<file path="src/hw/rtl/assert_macros.svh">
// Assertion macros used by the RTL of the path generator.
`ifndef ASSERT_MACROS_SVH
`define ASSERT_MACROS_SVH
`ifndef ASSERT_OFF
`define ASSERT_IMPL(label, clk, rst_n, ante, cons) \
    label: assert property (@(posedge clk) disable iff (!rst_n) (ante) |-> (cons)) \
        else $error("same-cycle implication failed");
`define ASSERT_NEXT(label, clk, rst_n, ante, cons) \
    label: assert property (@(posedge clk) disable iff (!rst_n) (ante) |=> (cons)) \
        else $error("next-cycle implication failed");
`else
`define ASSERT_IMPL(label, clk, rst_n, ante, cons)
`define ASSERT_NEXT(label, clk, rst_n, ante, cons)
`endif
`endif

</file>
<file path="src/hw/rtl/cspg_pkg.sv">
package cspg_pkg;

    localparam int INDEX_BITS = 16;
    localparam int ANGLE_BITS = 16;
    localparam int ANGLE_SHIFT = 24 - ANGLE_BITS;
    localparam int QUARTER = 1 << (ANGLE_BITS - 2);
    localparam int DIV_LONG_BITS = 48;
    localparam int DIV_SHORT_BITS = 32;
    localparam int DIVISOR_BITS = 16;

    localparam logic [32:0] PI_Q31 = 33'd6746518852;
    localparam logic [30:0] Q30_ONE = 31'h4000_0000;

    localparam logic [2:0] CFG_POINT_COUNT = 3'd0;
    localparam logic [2:0] CFG_FREQ_START  = 3'd1;
    localparam logic [2:0] CFG_FREQ_END    = 3'd2;
    localparam logic [2:0] CFG_AMPLITUDE   = 3'd3;
    localparam logic [2:0] CFG_X_SCALE     = 3'd4;
    localparam logic [2:0] CFG_OFFSET_X    = 3'd5;
    localparam logic [2:0] CFG_OFFSET_Y    = 3'd6;
    localparam logic [2:0] CFG_OFFSET_Z    = 3'd7;

    localparam logic [2:0] POLY_LAST = 3'd4;

    typedef enum logic [4:0] {
        OP_NONE,
        OP_DIV_STEP,
        OP_SET_STEP,
        OP_MUL_F,
        OP_SET_F,
        OP_MUL_FI,
        OP_DIV_PHASE,
        OP_SET_ANGLE,
        OP_MUL_XR,
        OP_SET_X,
        OP_MUL_X2,
        OP_SET_X2,
        OP_MUL_T,
        OP_DIV_T,
        OP_SET_T,
        OP_MUL_S,
        OP_SET_S,
        OP_MUL_AMP,
        OP_SET_TERM,
        OP_MUL_XS,
        OP_OUT
    } dp_op_t;

    typedef struct packed {
        logic   load;
        dp_op_t op;
    } dp_cmd_t;

    typedef struct packed {
        logic step_needed;
        logic div_busy;
        logic k_last;
    } dp_stat_t;

    // The divisors of the nested sine polynomial (110, 72, 42, 20 and 6, innermost
    // term first) are applied as ceil(2^L / k) followed by a right shift of L.
    // Each L is large enough for the quotient to be exact for any 32-bit dividend.
    function automatic logic [32:0] poly_magic(input logic [2:0] idx);
        logic [32:0] m;
        case (idx)
            3'd0:    m = 33'd4997780127;
            3'd1:    m = 33'd7635497416;
            3'd2:    m = 33'd6544712071;
            3'd3:    m = 33'd6871947674;
            default: m = 33'd5726623062;
        endcase
        return m;
    endfunction

    function automatic logic [5:0] poly_shift(input logic [2:0] idx);
        logic [5:0] l;
        case (idx)
            3'd0:    l = 6'd39;
            3'd1:    l = 6'd39;
            3'd2:    l = 6'd38;
            3'd3:    l = 6'd37;
            default: l = 6'd35;
        endcase
        return l;
    endfunction

    function automatic logic [31:0] sat32(input logic signed [48:0] v);
        logic [31:0] r;
        if (v > 49'sd2147483647)
            r = 32'h7FFF_FFFF;
        else if (v < -49'sd2147483648)
            r = 32'h8000_0000;
        else
            r = v[31:0];
        return r;
    endfunction

endpackage

</file>
<file path="src/hw/rtl/cspg_div.sv">
module cspg_div import cspg_pkg::*; (
    input  logic                     clk,
    input  logic                     rst_n,
    input  logic                     start,
    input  logic                     long_mode,
    input  logic [DIV_LONG_BITS-1:0] dividend,
    input  logic [DIVISOR_BITS-1:0]  divisor,
    output logic                     busy,
    output logic [DIV_LONG_BITS-1:0] quotient
);

    logic                     busy_reg;
    logic [5:0]               cnt_reg;
    logic [DIVISOR_BITS-1:0]  rem_reg;
    logic [DIVISOR_BITS-1:0]  dvs_reg;
    logic [DIV_LONG_BITS-1:0] dq_reg;
    logic [DIVISOR_BITS:0]    trial;
    logic                     fits;

    // One restoring step a cycle; dividend bits leave at the top of dq_reg
    // while quotient bits enter at the bottom.
    assign trial = {rem_reg, dq_reg[DIV_LONG_BITS-1]};
    assign fits  = trial >= {1'b0, dvs_reg};

    always_ff @(posedge clk or negedge rst_n) begin
        if (!rst_n) begin
            busy_reg <= 1'b0;
            cnt_reg  <= '0;
        end
        else if (start) begin
            busy_reg <= 1'b1;
            cnt_reg  <= long_mode ? 6'(DIV_LONG_BITS - 1) : 6'(DIV_SHORT_BITS - 1);
        end
        else if (busy_reg) begin
            if (cnt_reg == '0)
                busy_reg <= 1'b0;
            else
                cnt_reg <= cnt_reg - 6'd1;
        end
    end

    always_ff @(posedge clk) begin
        if (start) begin
            rem_reg <= '0;
            dvs_reg <= divisor;
            dq_reg  <= long_mode ? dividend
                                 : {dividend[DIV_SHORT_BITS-1:0],
                                    (DIV_LONG_BITS - DIV_SHORT_BITS)'(0)};
        end
        else if (busy_reg) begin
            rem_reg <= fits ? DIVISOR_BITS'(trial - {1'b0, dvs_reg})
                            : trial[DIVISOR_BITS-1:0];
            dq_reg  <= {dq_reg[DIV_LONG_BITS-2:0], fits};
        end
    end

    assign busy     = busy_reg;
    assign quotient = dq_reg;

endmodule

</file>
<file path="src/hw/rtl/cspg_dp.sv">
module cspg_dp import cspg_pkg::*; (
    input  logic                  clk,
    input  logic                  rst_n,
    input  dp_cmd_t               cmd,
    output dp_stat_t              status,
    input  logic                  kind,
    input  logic                  plane,
    input  logic                  cfg_write,
    input  logic [2:0]            cfg_index,
    input  logic [31:0]           cfg_data,
    output logic [INDEX_BITS-1:0] point_index,
    output logic [31:0]           pos_x,
    output logic [31:0]           pos_y,
    output logic [31:0]           pos_z,
    output logic                  last_point
);

    logic [15:0] point_count_reg;
    logic [23:0] freq_start_reg;
    logic [23:0] freq_end_reg;
    logic [31:0] amplitude_reg;
    logic [31:0] x_scale_reg;
    logic [31:0] offset_x_reg;
    logic [31:0] offset_y_reg;
    logic [31:0] offset_z_reg;

    logic [INDEX_BITS-1:0] next_index_reg;
    logic [31:0]           step_reg;
    logic [2:0]            k_idx_reg;

    logic                  kind_reg;
    logic                  plane_reg;
    logic [INDEX_BITS-1:0] i_reg;
    logic [31:0]           f_reg;
    logic [1:0]            quad_reg;
    logic [ANGLE_BITS-2:0] r_reg;
    logic [30:0]           x_reg;
    logic [31:0]           x2_reg;
    logic [30:0]           t_reg;
    logic [30:0]           s_reg;
    logic signed [32:0]    term_reg;
    logic [64:0]           prod_reg;

    logic [INDEX_BITS-1:0] point_index_reg;
    logic [31:0]           pos_x_reg;
    logic [31:0]           pos_y_reg;
    logic [31:0]           pos_z_reg;
    logic                  last_reg;

    logic [15:0]              n_eff;
    logic [32:0]              mul_a;
    logic [31:0]              mul_b;
    logic                     is_mul;
    logic [31:0]              abs_amp;
    logic [31:0]              abs_xs;
    logic                     div_start;
    logic                     div_long;
    logic [DIV_LONG_BITS-1:0] div_dividend;
    logic [DIVISOR_BITS-1:0]  div_divisor;
    logic                     div_busy;
    logic [DIV_LONG_BITS-1:0] quot;

    logic [ANGLE_BITS-1:0] angle;
    logic [ANGLE_BITS-3:0] r_raw;
    logic [23:0]           fdiff;
    logic [61:0]           mag_sum;
    logic [31:0]           mag;
    logic signed [48:0]    px_mag;
    logic signed [48:0]    px_sum;
    logic signed [48:0]    term_ext;
    logic signed [48:0]    ty_sum;
    logic signed [48:0]    tz_sum;
    logic [INDEX_BITS:0]   i_plus;
    logic [30:0]           s_raw;
    logic [64:0]           recip_q;

    assign n_eff   = (point_count_reg == '0) ? 16'd1 : point_count_reg;
    assign abs_amp = amplitude_reg[31] ? 32'(-amplitude_reg) : amplitude_reg;
    assign abs_xs  = x_scale_reg[31] ? 32'(-x_scale_reg) : x_scale_reg;
    assign fdiff   = freq_end_reg - freq_start_reg;

    assign status.step_needed = !kind_reg && (freq_end_reg > freq_start_reg)
                                && (n_eff >= 16'd2);
    assign status.div_busy    = div_busy;
    assign status.k_last      = (k_idx_reg == POLY_LAST);

    // The one shared multiplier: operands chosen by the current operation.
    // The polynomial division multiplies by the reciprocal of its constant.
    always_comb begin
        mul_a  = '0;
        mul_b  = '0;
        is_mul = 1'b1;
        case (cmd.op)
            OP_MUL_F:   begin mul_a = 33'(step_reg);  mul_b = 32'(i_reg);  end
            OP_MUL_FI:  begin mul_a = 33'(f_reg);     mul_b = 32'(i_reg);  end
            OP_MUL_XR:  begin mul_a = PI_Q31;         mul_b = 32'(r_reg);  end
            OP_MUL_X2:  begin mul_a = 33'(x_reg);     mul_b = 32'(x_reg);  end
            OP_MUL_T:   begin mul_a = 33'(x2_reg);    mul_b = 32'(t_reg);  end
            OP_DIV_T:   begin mul_a = poly_magic(k_idx_reg); mul_b = prod_reg[61:30]; end
            OP_MUL_S:   begin mul_a = 33'(x_reg);     mul_b = 32'(t_reg);  end
            OP_MUL_AMP: begin mul_a = 33'(abs_amp);   mul_b = 32'(s_reg);  end
            OP_MUL_XS:  begin mul_a = 33'(i_reg);     mul_b = abs_xs;      end
            default:    is_mul = 1'b0;
        endcase
    end

    always_comb begin
        div_start    = 1'b1;
        div_long     = 1'b0;
        div_dividend = '0;
        div_divisor  = '0;
        case (cmd.op)
            OP_DIV_STEP: begin
                div_dividend = DIV_LONG_BITS'({fdiff, 8'h00});
                div_divisor  = n_eff - 16'd1;
            end
            OP_DIV_PHASE: begin
                div_long     = 1'b1;
                div_dividend = prod_reg[DIV_LONG_BITS-1:0];
                div_divisor  = n_eff;
            end
            default:  div_start = 1'b0;
        endcase
    end

    cspg_div u_div (
        .clk       (clk),
        .rst_n     (rst_n),
        .start     (div_start),
        .long_mode (div_long),
        .dividend  (div_dividend),
        .divisor   (div_divisor),
        .busy      (div_busy),
        .quotient  (quot)
    );

    assign angle   = quot[ANGLE_SHIFT +: ANGLE_BITS];
    assign r_raw   = angle[ANGLE_BITS-3:0];
    assign mag_sum = prod_reg[61:0] + 62'h2000_0000;
    assign mag     = mag_sum[61:30];
    assign s_raw   = prod_reg[60:30];
    assign recip_q = prod_reg >> poly_shift(k_idx_reg);

    assign px_mag   = $signed({2'b00, prod_reg[46:0]});
    assign px_sum   = (x_scale_reg[31] ? -px_mag : px_mag)
                      + $signed({{17{offset_x_reg[31]}}, offset_x_reg});
    assign term_ext = $signed({{16{term_reg[32]}}, term_reg});
    assign ty_sum   = term_ext + $signed({{17{offset_y_reg[31]}}, offset_y_reg});
    assign tz_sum   = term_ext + $signed({{17{offset_z_reg[31]}}, offset_z_reg});
    assign i_plus   = {1'b0, i_reg} + (INDEX_BITS + 1)'(1);

    always_ff @(posedge clk or negedge rst_n) begin
        if (!rst_n) begin
            point_count_reg <= 16'd100;
            freq_start_reg  <= 24'd65536;
            freq_end_reg    <= 24'd65536;
            amplitude_reg   <= 32'd65536;
            x_scale_reg     <= 32'd65536;
            offset_x_reg    <= '0;
            offset_y_reg    <= '0;
            offset_z_reg    <= '0;
            next_index_reg  <= '0;
            step_reg        <= '0;
            k_idx_reg       <= '0;
        end
        else begin
            if (cfg_write) begin
                case (cfg_index)
                    CFG_POINT_COUNT: point_count_reg <= cfg_data[15:0];
                    CFG_FREQ_START:  freq_start_reg  <= cfg_data[23:0];
                    CFG_FREQ_END:    freq_end_reg    <= cfg_data[23:0];
                    CFG_AMPLITUDE:   amplitude_reg   <= cfg_data;
                    CFG_X_SCALE:     x_scale_reg     <= cfg_data;
                    CFG_OFFSET_X:    offset_x_reg    <= cfg_data;
                    CFG_OFFSET_Y:    offset_y_reg    <= cfg_data;
                    CFG_OFFSET_Z:    offset_z_reg    <= cfg_data;
                    default:         ;
                endcase
            end
            if (cmd.load && !kind)
                step_reg <= '0;
            case (cmd.op)
                OP_SET_STEP: step_reg  <= quot[31:0];
                OP_SET_X2:   k_idx_reg <= '0;
                OP_SET_T:    k_idx_reg <= k_idx_reg + 3'd1;
                OP_OUT:      next_index_reg <= (i_plus >= {1'b0, n_eff})
                                               ? '0 : i_plus[INDEX_BITS-1:0];
                default:     ;
            endcase
        end
    end

    always_ff @(posedge clk) begin
        if (cmd.load) begin
            kind_reg  <= kind;
            plane_reg <= plane;
            if (!kind)
                i_reg <= '0;
            else
                i_reg <= (next_index_reg >= n_eff) ? '0 : next_index_reg;
        end
        if (is_mul)
            prod_reg <= 65'(mul_a) * 65'(mul_b);
        case (cmd.op)
            OP_SET_F: f_reg <= {freq_start_reg, 8'h00} + prod_reg[31:0];
            OP_SET_ANGLE: begin
                quad_reg <= angle[ANGLE_BITS-1 -: 2];
                r_reg    <= angle[ANGLE_BITS-2] ? (ANGLE_BITS-1)'(QUARTER) - {1'b0, r_raw}
                                                : {1'b0, r_raw};
            end
            OP_SET_X:  x_reg  <= prod_reg[ANGLE_BITS +: 31];
            OP_SET_X2: begin
                x2_reg <= prod_reg[61:30];
                t_reg  <= Q30_ONE;
            end
            OP_SET_T:  t_reg  <= Q30_ONE - recip_q[30:0];
            OP_SET_S:  s_reg  <= (s_raw > Q30_ONE) ? Q30_ONE : s_raw;
            OP_SET_TERM: begin
                if (quad_reg[1] ^ amplitude_reg[31])
                    term_reg <= -$signed({1'b0, mag});
                else
                    term_reg <= $signed({1'b0, mag});
            end
            OP_OUT: begin
                point_index_reg <= i_reg;
                last_reg        <= (i_reg == n_eff - 16'd1);
                pos_x_reg       <= sat32(px_sum);
                if (plane_reg) begin
                    pos_y_reg <= sat32(ty_sum);
                    pos_z_reg <= offset_z_reg;
                end
                else begin
                    pos_y_reg <= offset_y_reg;
                    pos_z_reg <= sat32(tz_sum);
                end
            end
            default: ;
        endcase
    end

    assign point_index = point_index_reg;
    assign pos_x       = pos_x_reg;
    assign pos_y       = pos_y_reg;
    assign pos_z       = pos_z_reg;
    assign last_point  = last_reg;

endmodule

</file>
<file path="src/hw/rtl/cspg_ctrl.sv">
`include "assert_macros.svh"

module cspg_ctrl import cspg_pkg::*; (
    input  logic     clk,
    input  logic     rst_n,
    input  logic     in_valid,
    output logic     in_stall,
    output logic     out_valid,
    input  logic     out_stall,
    input  dp_stat_t status,
    output dp_cmd_t  cmd
);

    typedef enum logic [4:0] {
        S_IDLE, S_CHECK, S_STEP_DIV, S_STEP_WAIT, S_SET_STEP,
        S_MUL_F, S_SET_F, S_MUL_FI, S_DIV_PH, S_PH_WAIT, S_SET_ANG,
        S_MUL_XR, S_SET_X, S_MUL_X2, S_SET_X2, S_MUL_T, S_DIV_T,
        S_SET_T, S_MUL_S, S_SET_S, S_MUL_AMP, S_SET_TERM,
        S_MUL_XS, S_OUT_WAIT, S_OUT
    } state_t;

    state_t state_reg;
    state_t state_next;
    dp_op_t op_reg;
    logic   stall_reg;
    logic   out_valid_reg;
    logic   load;

    // Each working state issues one datapath operation, registered with the state; idle, check and wait issue none.
    function automatic dp_op_t op_of(input state_t s);
        dp_op_t o;
        case (s)
            S_STEP_DIV: o = OP_DIV_STEP;
            S_SET_STEP: o = OP_SET_STEP;
            S_MUL_F:    o = OP_MUL_F;
            S_SET_F:    o = OP_SET_F;
            S_MUL_FI:   o = OP_MUL_FI;
            S_DIV_PH:   o = OP_DIV_PHASE;
            S_SET_ANG:  o = OP_SET_ANGLE;
            S_MUL_XR:   o = OP_MUL_XR;
            S_SET_X:    o = OP_SET_X;
            S_MUL_X2:   o = OP_MUL_X2;
            S_SET_X2:   o = OP_SET_X2;
            S_MUL_T:    o = OP_MUL_T;
            S_DIV_T:    o = OP_DIV_T;
            S_SET_T:    o = OP_SET_T;
            S_MUL_S:    o = OP_MUL_S;
            S_SET_S:    o = OP_SET_S;
            S_MUL_AMP:  o = OP_MUL_AMP;
            S_SET_TERM: o = OP_SET_TERM;
            S_MUL_XS:   o = OP_MUL_XS;
            S_OUT:      o = OP_OUT;
            default:    o = OP_NONE;
        endcase
        return o;
    endfunction

    assign load = in_valid && !stall_reg;

    always_comb begin
        state_next = state_reg;
        case (state_reg)
            S_IDLE:      if (load) state_next = S_CHECK;
            S_CHECK:     state_next = status.step_needed ? S_STEP_DIV : S_MUL_F;
            S_STEP_DIV:  state_next = S_STEP_WAIT;
            S_STEP_WAIT: if (!status.div_busy) state_next = S_SET_STEP;
            S_SET_STEP:  state_next = S_MUL_F;
            S_MUL_F:     state_next = S_SET_F;
            S_SET_F:     state_next = S_MUL_FI;
            S_MUL_FI:    state_next = S_DIV_PH;
            S_DIV_PH:    state_next = S_PH_WAIT;
            S_PH_WAIT:   if (!status.div_busy) state_next = S_SET_ANG;
            S_SET_ANG:   state_next = S_MUL_XR;
            S_MUL_XR:    state_next = S_SET_X;
            S_SET_X:     state_next = S_MUL_X2;
            S_MUL_X2:    state_next = S_SET_X2;
            S_SET_X2:    state_next = S_MUL_T;
            S_MUL_T:     state_next = S_DIV_T;
            S_DIV_T:     state_next = S_SET_T;
            S_SET_T:     state_next = status.k_last ? S_MUL_S : S_MUL_T;
            S_MUL_S:     state_next = S_SET_S;
            S_SET_S:     state_next = S_MUL_AMP;
            S_MUL_AMP:   state_next = S_SET_TERM;
            S_SET_TERM:  state_next = S_MUL_XS;
            S_MUL_XS:    state_next = S_OUT_WAIT;
            S_OUT_WAIT:  if (!out_valid_reg || !out_stall) state_next = S_OUT;
            S_OUT:       state_next = S_IDLE;
            default:     state_next = S_IDLE;
        endcase
    end

    always_ff @(posedge clk or negedge rst_n) begin
        if (!rst_n) begin
            state_reg     <= S_IDLE;
            op_reg        <= OP_NONE;
            stall_reg     <= 1'b0;
            out_valid_reg <= 1'b0;
        end
        else begin
            state_reg <= state_next;
            op_reg    <= op_of(state_next);
            stall_reg <= (state_next != S_IDLE);
            if (state_reg == S_OUT)
                out_valid_reg <= 1'b1;
            else if (out_valid_reg && !out_stall)
                out_valid_reg <= 1'b0;
        end
    end

    assign cmd.load  = load;
    assign cmd.op    = op_reg;
    assign in_stall  = stall_reg;
    assign out_valid = out_valid_reg;

    `ASSERT_NEXT(a_load_stalls, clk, rst_n, load, stall_reg)
    `ASSERT_IMPL(a_out_slot_free, clk, rst_n, state_reg == S_OUT, !out_valid_reg)
    `ASSERT_IMPL(a_quot_ready, clk, rst_n, state_reg == S_SET_ANG || state_reg == S_SET_STEP,
                 !status.div_busy)

endmodule

</file>
<file path="src/hw/rtl/chirp_sine_path_generator.sv">
// Chirp sine path generator: each request (kind 0 restarts at point zero, kind 1
// steps to the next point, wrapping after the last) yields one Q16.16 point whose
// sine axis follows a linearly swept frequency. Requests are handled one at a
// time; the input is released in the cycle in which the result appears. The
// processing time is set by the shared one-bit-a-cycle divider, which divides by
// the point count for the phase (48 steps) and by the point count minus one for
// the sweep step (32 steps), and by a chain of steps on one shared multiplier,
// which also divides by the constants of the sine polynomial through their
// reciprocals. A finished point waits in the output register while the next
// request is already being worked on; if it has still not been taken when the
// next point is ready, the block waits. Configuration registers are written
// through the cfg port, which is always ready, and must be written only while no
// request is outstanding.
module chirp_sine_path_generator import cspg_pkg::*; (
    input  logic                  clk,
    input  logic                  rst_n,
    input  logic                  in_valid,
    output logic                  in_stall,
    input  logic                  kind,
    input  logic                  plane,
    output logic                  out_valid,
    input  logic                  out_stall,
    output logic [INDEX_BITS-1:0] point_index,
    output logic [31:0]           pos_x,
    output logic [31:0]           pos_y,
    output logic [31:0]           pos_z,
    output logic                  last_point,
    input  logic                  cfg_valid,
    output logic                  cfg_ready,
    input  logic [2:0]            cfg_index,
    input  logic [31:0]           cfg_data
);

    dp_cmd_t  cmd;
    dp_stat_t status;

    assign cfg_ready = 1'b1;

    cspg_ctrl u_ctrl (
        .clk       (clk),
        .rst_n     (rst_n),
        .in_valid  (in_valid),
        .in_stall  (in_stall),
        .out_valid (out_valid),
        .out_stall (out_stall),
        .status    (status),
        .cmd       (cmd)
    );

    cspg_dp u_dp (
        .clk         (clk),
        .rst_n       (rst_n),
        .cmd         (cmd),
        .status      (status),
        .kind        (kind),
        .plane       (plane),
        .cfg_write   (cfg_valid && cfg_ready),
        .cfg_index   (cfg_index),
        .cfg_data    (cfg_data),
        .point_index (point_index),
        .pos_x       (pos_x),
        .pos_y       (pos_y),
        .pos_z       (pos_z),
        .last_point  (last_point)
    );

endmodule
</file>
<file path="config.mk">
export PLATFORM = sky130hd
export DESIGN_NAME = chirp_sine_path_generator
export DESIGN_NICKNAME = d
export VERILOG_FILES = /design/src/hw/rtl/cspg_pkg.sv /design/src/hw/rtl/cspg_div.sv /design/src/hw/rtl/cspg_dp.sv /design/src/hw/rtl/cspg_ctrl.sv /design/src/hw/rtl/chirp_sine_path_generator.sv
export VERILOG_INCLUDE_DIRS = /design/src /design/src/hw/rtl
export SDC_FILE = /design/constraint.sdc
export NUM_CORES = 2
export LEC_CHECK = 0
export BUFFER_PORTS_ARGS = -buffer_cell sky130_fd_sc_hd__buf_2
export CAP_MARGIN = 20
export CORE_ASPECT_RATIO = 0.75
export CORE_MARGIN = 8
export CORE_UTILIZATION = 66
export DETAILED_ROUTE_END_ITERATION = 6
export MAX_ROUTING_LAYER = met4
export PLACE_DENSITY = 0.83
export SLEW_MARGIN = 40
export SYNTH_ARGS = -nofsm -noshare
export SYNTH_HDL_FRONTEND = slang
export SYNTH_SLANG_ARGS = --single-unit
</file>
<file path="constraint.sdc">
create_clock -name clk -period 13.4 [get_ports clk]
set_clock_uncertainty 0.15 [all_clocks]
set_input_delay 1.34 -clock clk [delete_from_list [all_inputs] [get_ports clk]]
set_output_delay 1.34 -clock clk [all_outputs]
set_load 0.03 [all_outputs]
</file>
## Word level (Yosys, flattened, before mapping)

Memories as Yosys holds them, arrays and structs flattened. A register that Yosys moved wholly into a read port is not among the register bits.
Cells that the tools add are included.

- Add/sub/neg operators: 17
- Equal/unequal tests: 57
- Bitwise operators: 2
- Shift-type cells: 1
- $mul: 1
- Magnitude comparators: 12
- Reduce and logical (&&, ||, !) cells: 38
- Muxes and demuxes: 47

Operators by type and width:

| operator | count |
|---|---|
| $mux 32 | 12 |
| $pmux 33 s8 | 1 |
| $pmux 32 s7 | 1 |
| $gt 49x32->1 const B | 3 |
| $lt 49x32->1 const B | 3 |
| $mux 48 | 3 |
| $pmux 32 s4 | 1 |
| $pmux 5 s24 | 1 |
| $pmux 48 s2 | 1 |
| $eq 5x4->1 const B | 16 |
| $eq 5x5->1 const B | 14 |
| $add 33x32->34 | 2 |
| $mul 33x32->65 | 1 |
| $shr 65x6->31 | 1 |
| $neg 32->32 | 2 |
| $add 62x30->62 const B | 1 |
| $pmux 31 s2 | 1 |
| $add 49x32->49 | 1 |
| $mux 49 | 1 |
| $neg 47->49 | 1 |
| $mux 16 | 3 |
| $eq 5x3->1 const B | 8 |
| $ge 17x16->1 | 2 |
| $neg 32->33 | 1 |
| 42 further kinds | 94 |

- Memories: 1
- Input port bits: 42
- Memory bits (read-only): 160
- Flip-flop bits (word level): 772

Memory list:

| memory | words | width | read ports | clocked after memory_dff | write ports | RTL line | source |
|---|---|---|---|---|---|---|---|
| (no name shown) | 32 | 5 | 1 | 1 | 0 | cspg_ctrl.sv:32 | `case (s)` |

## Depth between registers and ports, before layout

- Depth in word-level cells: 7
- Gate-level depth with buffers: 42

## Hierarchy

A second synthesis with hierarchy kept.

- Cells, all modules: 8570
- Area total of the unflattened synthesis: 81205.4 sq um

By module, submodules not included:

| module | sequential area each (sq um) | area an instance (sq um) | cells an instance | instances |
|---|---|---|---|---|
| cspg_dp | 18961.9 | 75636.3 | 8023 | 1 |
| cspg_div | 2417.3 | 4639.4 | 445 | 1 |
| cspg_ctrl | 300.3 | 918.4 | 100 | 1 |
| chirp_sine_path_generator | 0.0 | 11.3 | 2 | 1 |

## Worst setup path after synthesis

OpenSTA, ideal clock, no wires.

- Path type: register -> register
- Start: reg u_dp.amplitude_reg[5]
- End: reg u_dp.prod_reg[59], data pin
- Library setup time: 265 ps
- Arrival: 10705 ps
- Setup slack: 2280 ps
- Cell stages (with the launch flop): 41
- Cells stage by stage: dfrtp_1 -> or4_4 -> or3_4 -> nand2b_4 -> or4_4 -> nand2b_4 -> or3_4 -> nand2_1 -> xor2_1 -> nor2_1 -> or4_1 -> clkbuf_1 -> buf_2 -> nand2_1 -> fa_1 -> inv_1 -> fa_1 -> fa_1 -> [... 5 more ...] -> fa_1 -> inv_1 -> fa_1 -> inv_1 -> ha_1 -> a21o_1 -> a21o_1 -> a21oi_1 -> o21a_1 -> o21ai_0 -> or4_1 -> a31oi_1 -> o31ai_1 -> a311oi_1 -> nor3_1 -> o41ai_2 -> o21ai_0 -> xor2_1

- Word-level cells in the longest chain between the ends: 4

RTL lines:

| item | RTL line | source |
|---|---|---|
| from (decl) | cspg_dp.sv:21 | `logic [31:0] amplitude_reg;` |
| from (signal assigned) | cspg_dp.sv:172 | `CFG_AMPLITUDE: amplitude_reg <= cfg_data;` |
| $neg 32->32 | cspg_dp.sv:78 | `assign abs_amp = amplitude_reg[31] ? 32'(-amplitude_reg) : amplitude_reg;` |
| $mux 32 * | cspg_dp.sv:78 |  |
| $pmux 33 s8 * | cspg_dp.sv:93 | `case (cmd.op)` |
| $mul 33x32->65 * | cspg_dp.sv:203 | `prod_reg <= 65'(mul_a) * 65'(mul_b);` |
| to (signal assigned) | cspg_dp.sv:203 |  |
| to (decl) | cspg_dp.sv:42 | `logic [64:0] prod_reg;` |

Mark *: on every way between the ends. The rest lies on a longest branch, timed or not.
A chain may end at the register's enable or synchronous reset.

## Worst setup path after layout

- Start: reg u_dp.x_scale_reg[7]
- End: reg u_dp.prod_reg[59], data pin

- Word-level cells in the longest chain between the ends: 4

RTL lines:

| item | RTL line | source |
|---|---|---|
| from (decl) | cspg_dp.sv:22 | `logic [31:0] x_scale_reg;` |
| from (signal assigned) | cspg_dp.sv:173 | `CFG_X_SCALE: x_scale_reg <= cfg_data;` |
| $neg 32->32 | cspg_dp.sv:79 | `assign abs_xs = x_scale_reg[31] ? 32'(-x_scale_reg) : x_scale_reg;` |
| $mux 32 * | cspg_dp.sv:79 |  |
| $pmux 32 s7 * | cspg_dp.sv:93 |  |
| $mul 33x32->65 * | cspg_dp.sv:203 |  |

Marks and branches as above.

==> impl_metrics.py <==
metrics = {
    "outcome": {
        "status": "finished with violations",
        "violations": "DRC",
    },
    "floorplan": {
        "initial_core_util": 0.6650,
        "io_pins": 158,
        "die_w_um": 417.5,
        "die_area_um2": 132400,
        "fp.dieH_um": 317.2,
        "fp-row-count": 110,
        "core_area_um2": 120000,
    },
    "worst_setup_path": {
        "crit_arrival_ps": 12520,
        "crit_type": "flip-flop to flip-flop",
        "r2r_slack_ps": 1190,
        "path_common_cell": "fa_1",
        "cp_max_fo": 10,
        "cpPeakStageDelay_ps": 670,
        "start_kind": "flip-flop",
        "required_ps": 13710,
        "slowest_stage": "a311oi_1",
        "end_kind": "flip-flop",
    },
    "clocking": {
        "ctsRootBufferMaster": "clkbuf_16",
        "cts_buffers": 81,
        "htree_levels": 3,
        "clock_sinks": 776,
        "clk_pin_slew_ps": 60,
        "cts_resized": 0,
        "cts_buffer_depth": 3,
        "worstSkewPairLatency_ps": 720,
        "cts_tree": "yes",
        "postCtsSetupBuffers": 0,
        "cts.hold.buffers_added": 0,
    },
    "synthesis": {
        "synth_warnings": 0,
        "async_flop_share": 0.3789,
        "syn-cell-area_um2": 79810,
        "yosysMostFrequentCell": "inv_1",
        "synth_common_cells": "inv_1, nand2_1, fa_1, nor2_1, ha_1",
        "ys_types": 99,
        "synth_enable_flop_cells": 466,
        "synth_seq_area_share": 0.2716,
        "synthTopCellsByArea": "fa_1, edfxtp_1, dfrtp_1",
        "yosys.area.top_type": "fa_1",
        "avgSynthCellArea_um2": 9.490,
        "yosys.area.top_type_share": 0.2338,
        "synth_cells": 8410,
        "ys_seq_elements": 776,
        "ys.flop_type": "edfxtp_1",
    },
    "placement": {
        "globalplace.congestion": 1.075,
        "placed_area_um2": 83450,
        "dp_hpwl_mm": 233.5,
        "io_buffers": 156,
        "dp.cells": 10020,
    },
    "grt": {
        "grt_start_max_net_pins": 74,
        "antenna_found_initial": 33,
        "grt_pass1_wl_mm": 443.5,
        "grt_overflow": 0,
        "grt_pass1_vias": 67150,
        "track_usage": 0.4663,
    },
    "drt": {
        "wl_per_cell_um": 29.51,
        "dr.pass1.iters": 7,
        "via_per_inst": 6.695,
        "drt-total-wl_mm": 301.6,
        "dr_total_vias": 68420,
        "drt-initial-drc-count": 10440,
        "drc_errors": 177,
        "antenna_left": 0,
    },
    "timing": {
        "slew_violations": 0,
        "rsz0062_at_grt": "false",
        "slew_headroom": 0.3294,
        "period_needed_ps": 12210,
        "tns_ps": 0,
        "worst_pin_slew_ps": 1006,
        "holdWs_ps": 350.6,
        "setup_viol": 0,
        "fmaxAchievable_ghz": 0.08190,
        "hold_violations": 0,
        "finalCritPeriodShare": 0.9112,
    },
    "cells_and_area": {
        "layout-drive-gt1-share": 0.1030,
        "largest_register_ffs": 65,
        "postLayoutCoreUtil": 0.7205,
        "fin_cells": 10220,
        "nNetsFinal": 9946,
        "design_area_um2": 86470,
        "synthToLayoutAreaGrowth_pct": 8.334,
    },
    "run": {
        "cap_violations": 0,
    },
    "power_and_ir_drop": {
        "pwr_density_cell_nw_per_um2": 93.42,
        "cellLeakagePower_uw": 0.03985,
        "peakVddDrop_mv": 0.1163,
    },
    "hold_path": {
        "holdCritPathClass": "flip-flop to flip-flop",
    },
}
[area by class of cell]
cell class	instances	area, µm²
Multi-Input combinational cell	5997	52520
Tap cell	1624	2032
Sequential cell	776	21680
Clock buffer	101	2162
Antenna cell	49	122.6
Fill cell	8672	33550
Inverter	1218	4574
Clock inverter	51	610.6
Timing Repair Buffer	404	2764
[per-layer routing]
| layer | global-route usage | wire length, µm | up-vias |
|---|---|---|---|
| li1 | - | - | 28020 |
| met1 | 0.6202 | 112900 | 33730 |
| met2 | 0.6201 | 119200 | 5587 |
| met3 | 0.2100 | 54100 | 1087 |
| met4 | 0.1877 | 15390 | 0 |
| met5 | - | 0 | - |
[cell families (layout without fill, tap and decap cells)]
logic type	after synthesis	after routing	synth area share
AND/OR/NAND/NOR	2503	2503	0.1398
buffers and inverters	1638	1774	0.07782
adder cells (fa/ha/maj)	1426	1426	0.3112
AO/OA/AOI/OAI	1375	1375	0.1153
flip-flops	776	776	0.2716
XOR/XNOR	462	462	0.05070
multiplexers	229	229	0.03350
other	1	51	0.00004698
[critical path: cells and delay by family, from the launching register on]
| family | cells | cell delay, ps |
|---|---|---|
| xor gates and xnor gates | 2 | 280 |
| DFF | 1 | 400 |
| adders and majority gates | 9 | 4510 |
| and+or+nand+nor | 10 | 2790 |
| buffers and inverters | 6 | 820 |
| AOI/OAI and AO/OA | 11 | 2970 |
[report_power, final]
| part | switching [µW] | leakage, µW | internal (µW) | total [µW] |
|---|---|---|---|---|
| sequential | 225 | 0.00788 | 2810 | 3030 |
| clock | 1100 | 0.00135 | 1330 | 2420 |
| combinational | 1600 | 0.0306 | 1030 | 2620 |
| total | 2920 | 0.0398 | 5160 | 8080 |
[metrics by stage]
step,worst slack (ps),power (µW)
2_1_floorplan,2280,4841
3_3_place_gp,1517,5482
3_5_place_dp,1398,5557
4_1_cts,1337,7961
5_1_grt,711.8,8356
6_report,1190,8078
[cell usage in the layout (no fill, tap or decap), types with 231 or more instances in the layout]
master / instances
inv_1: 1212
nand2_1: 1085
fa_1: 932
nor2_1: 664
ha_1: 494
edfxtp_1: 466
a21oi_1: 319
o21ai_0: 292
dfrtp_1: 285
xnor2_1: 280
buf_4: 231
[worst paths after layout]
path | startpoint | endpoint | cells past startpoint
max | u_dp.x_scale_reg[7] | u_dp.prod_reg[59] | 38
min | u_dp.u_div.rem_reg[15] | u_dp.u_div.rem_reg[15] | 2
max reg2reg | u_dp.x_scale_reg[7] | u_dp.prod_reg[59] | 38
min reg2reg | u_dp.u_div.rem_reg[15] | u_dp.u_div.rem_reg[15] | 2
max in group asynchronous | rst_n | u_dp.step_reg[8] | 3
min in group asynchronous | rst_n | u_dp.offset_z_reg[0] | 1
Power figures use the tool's default switching activity.
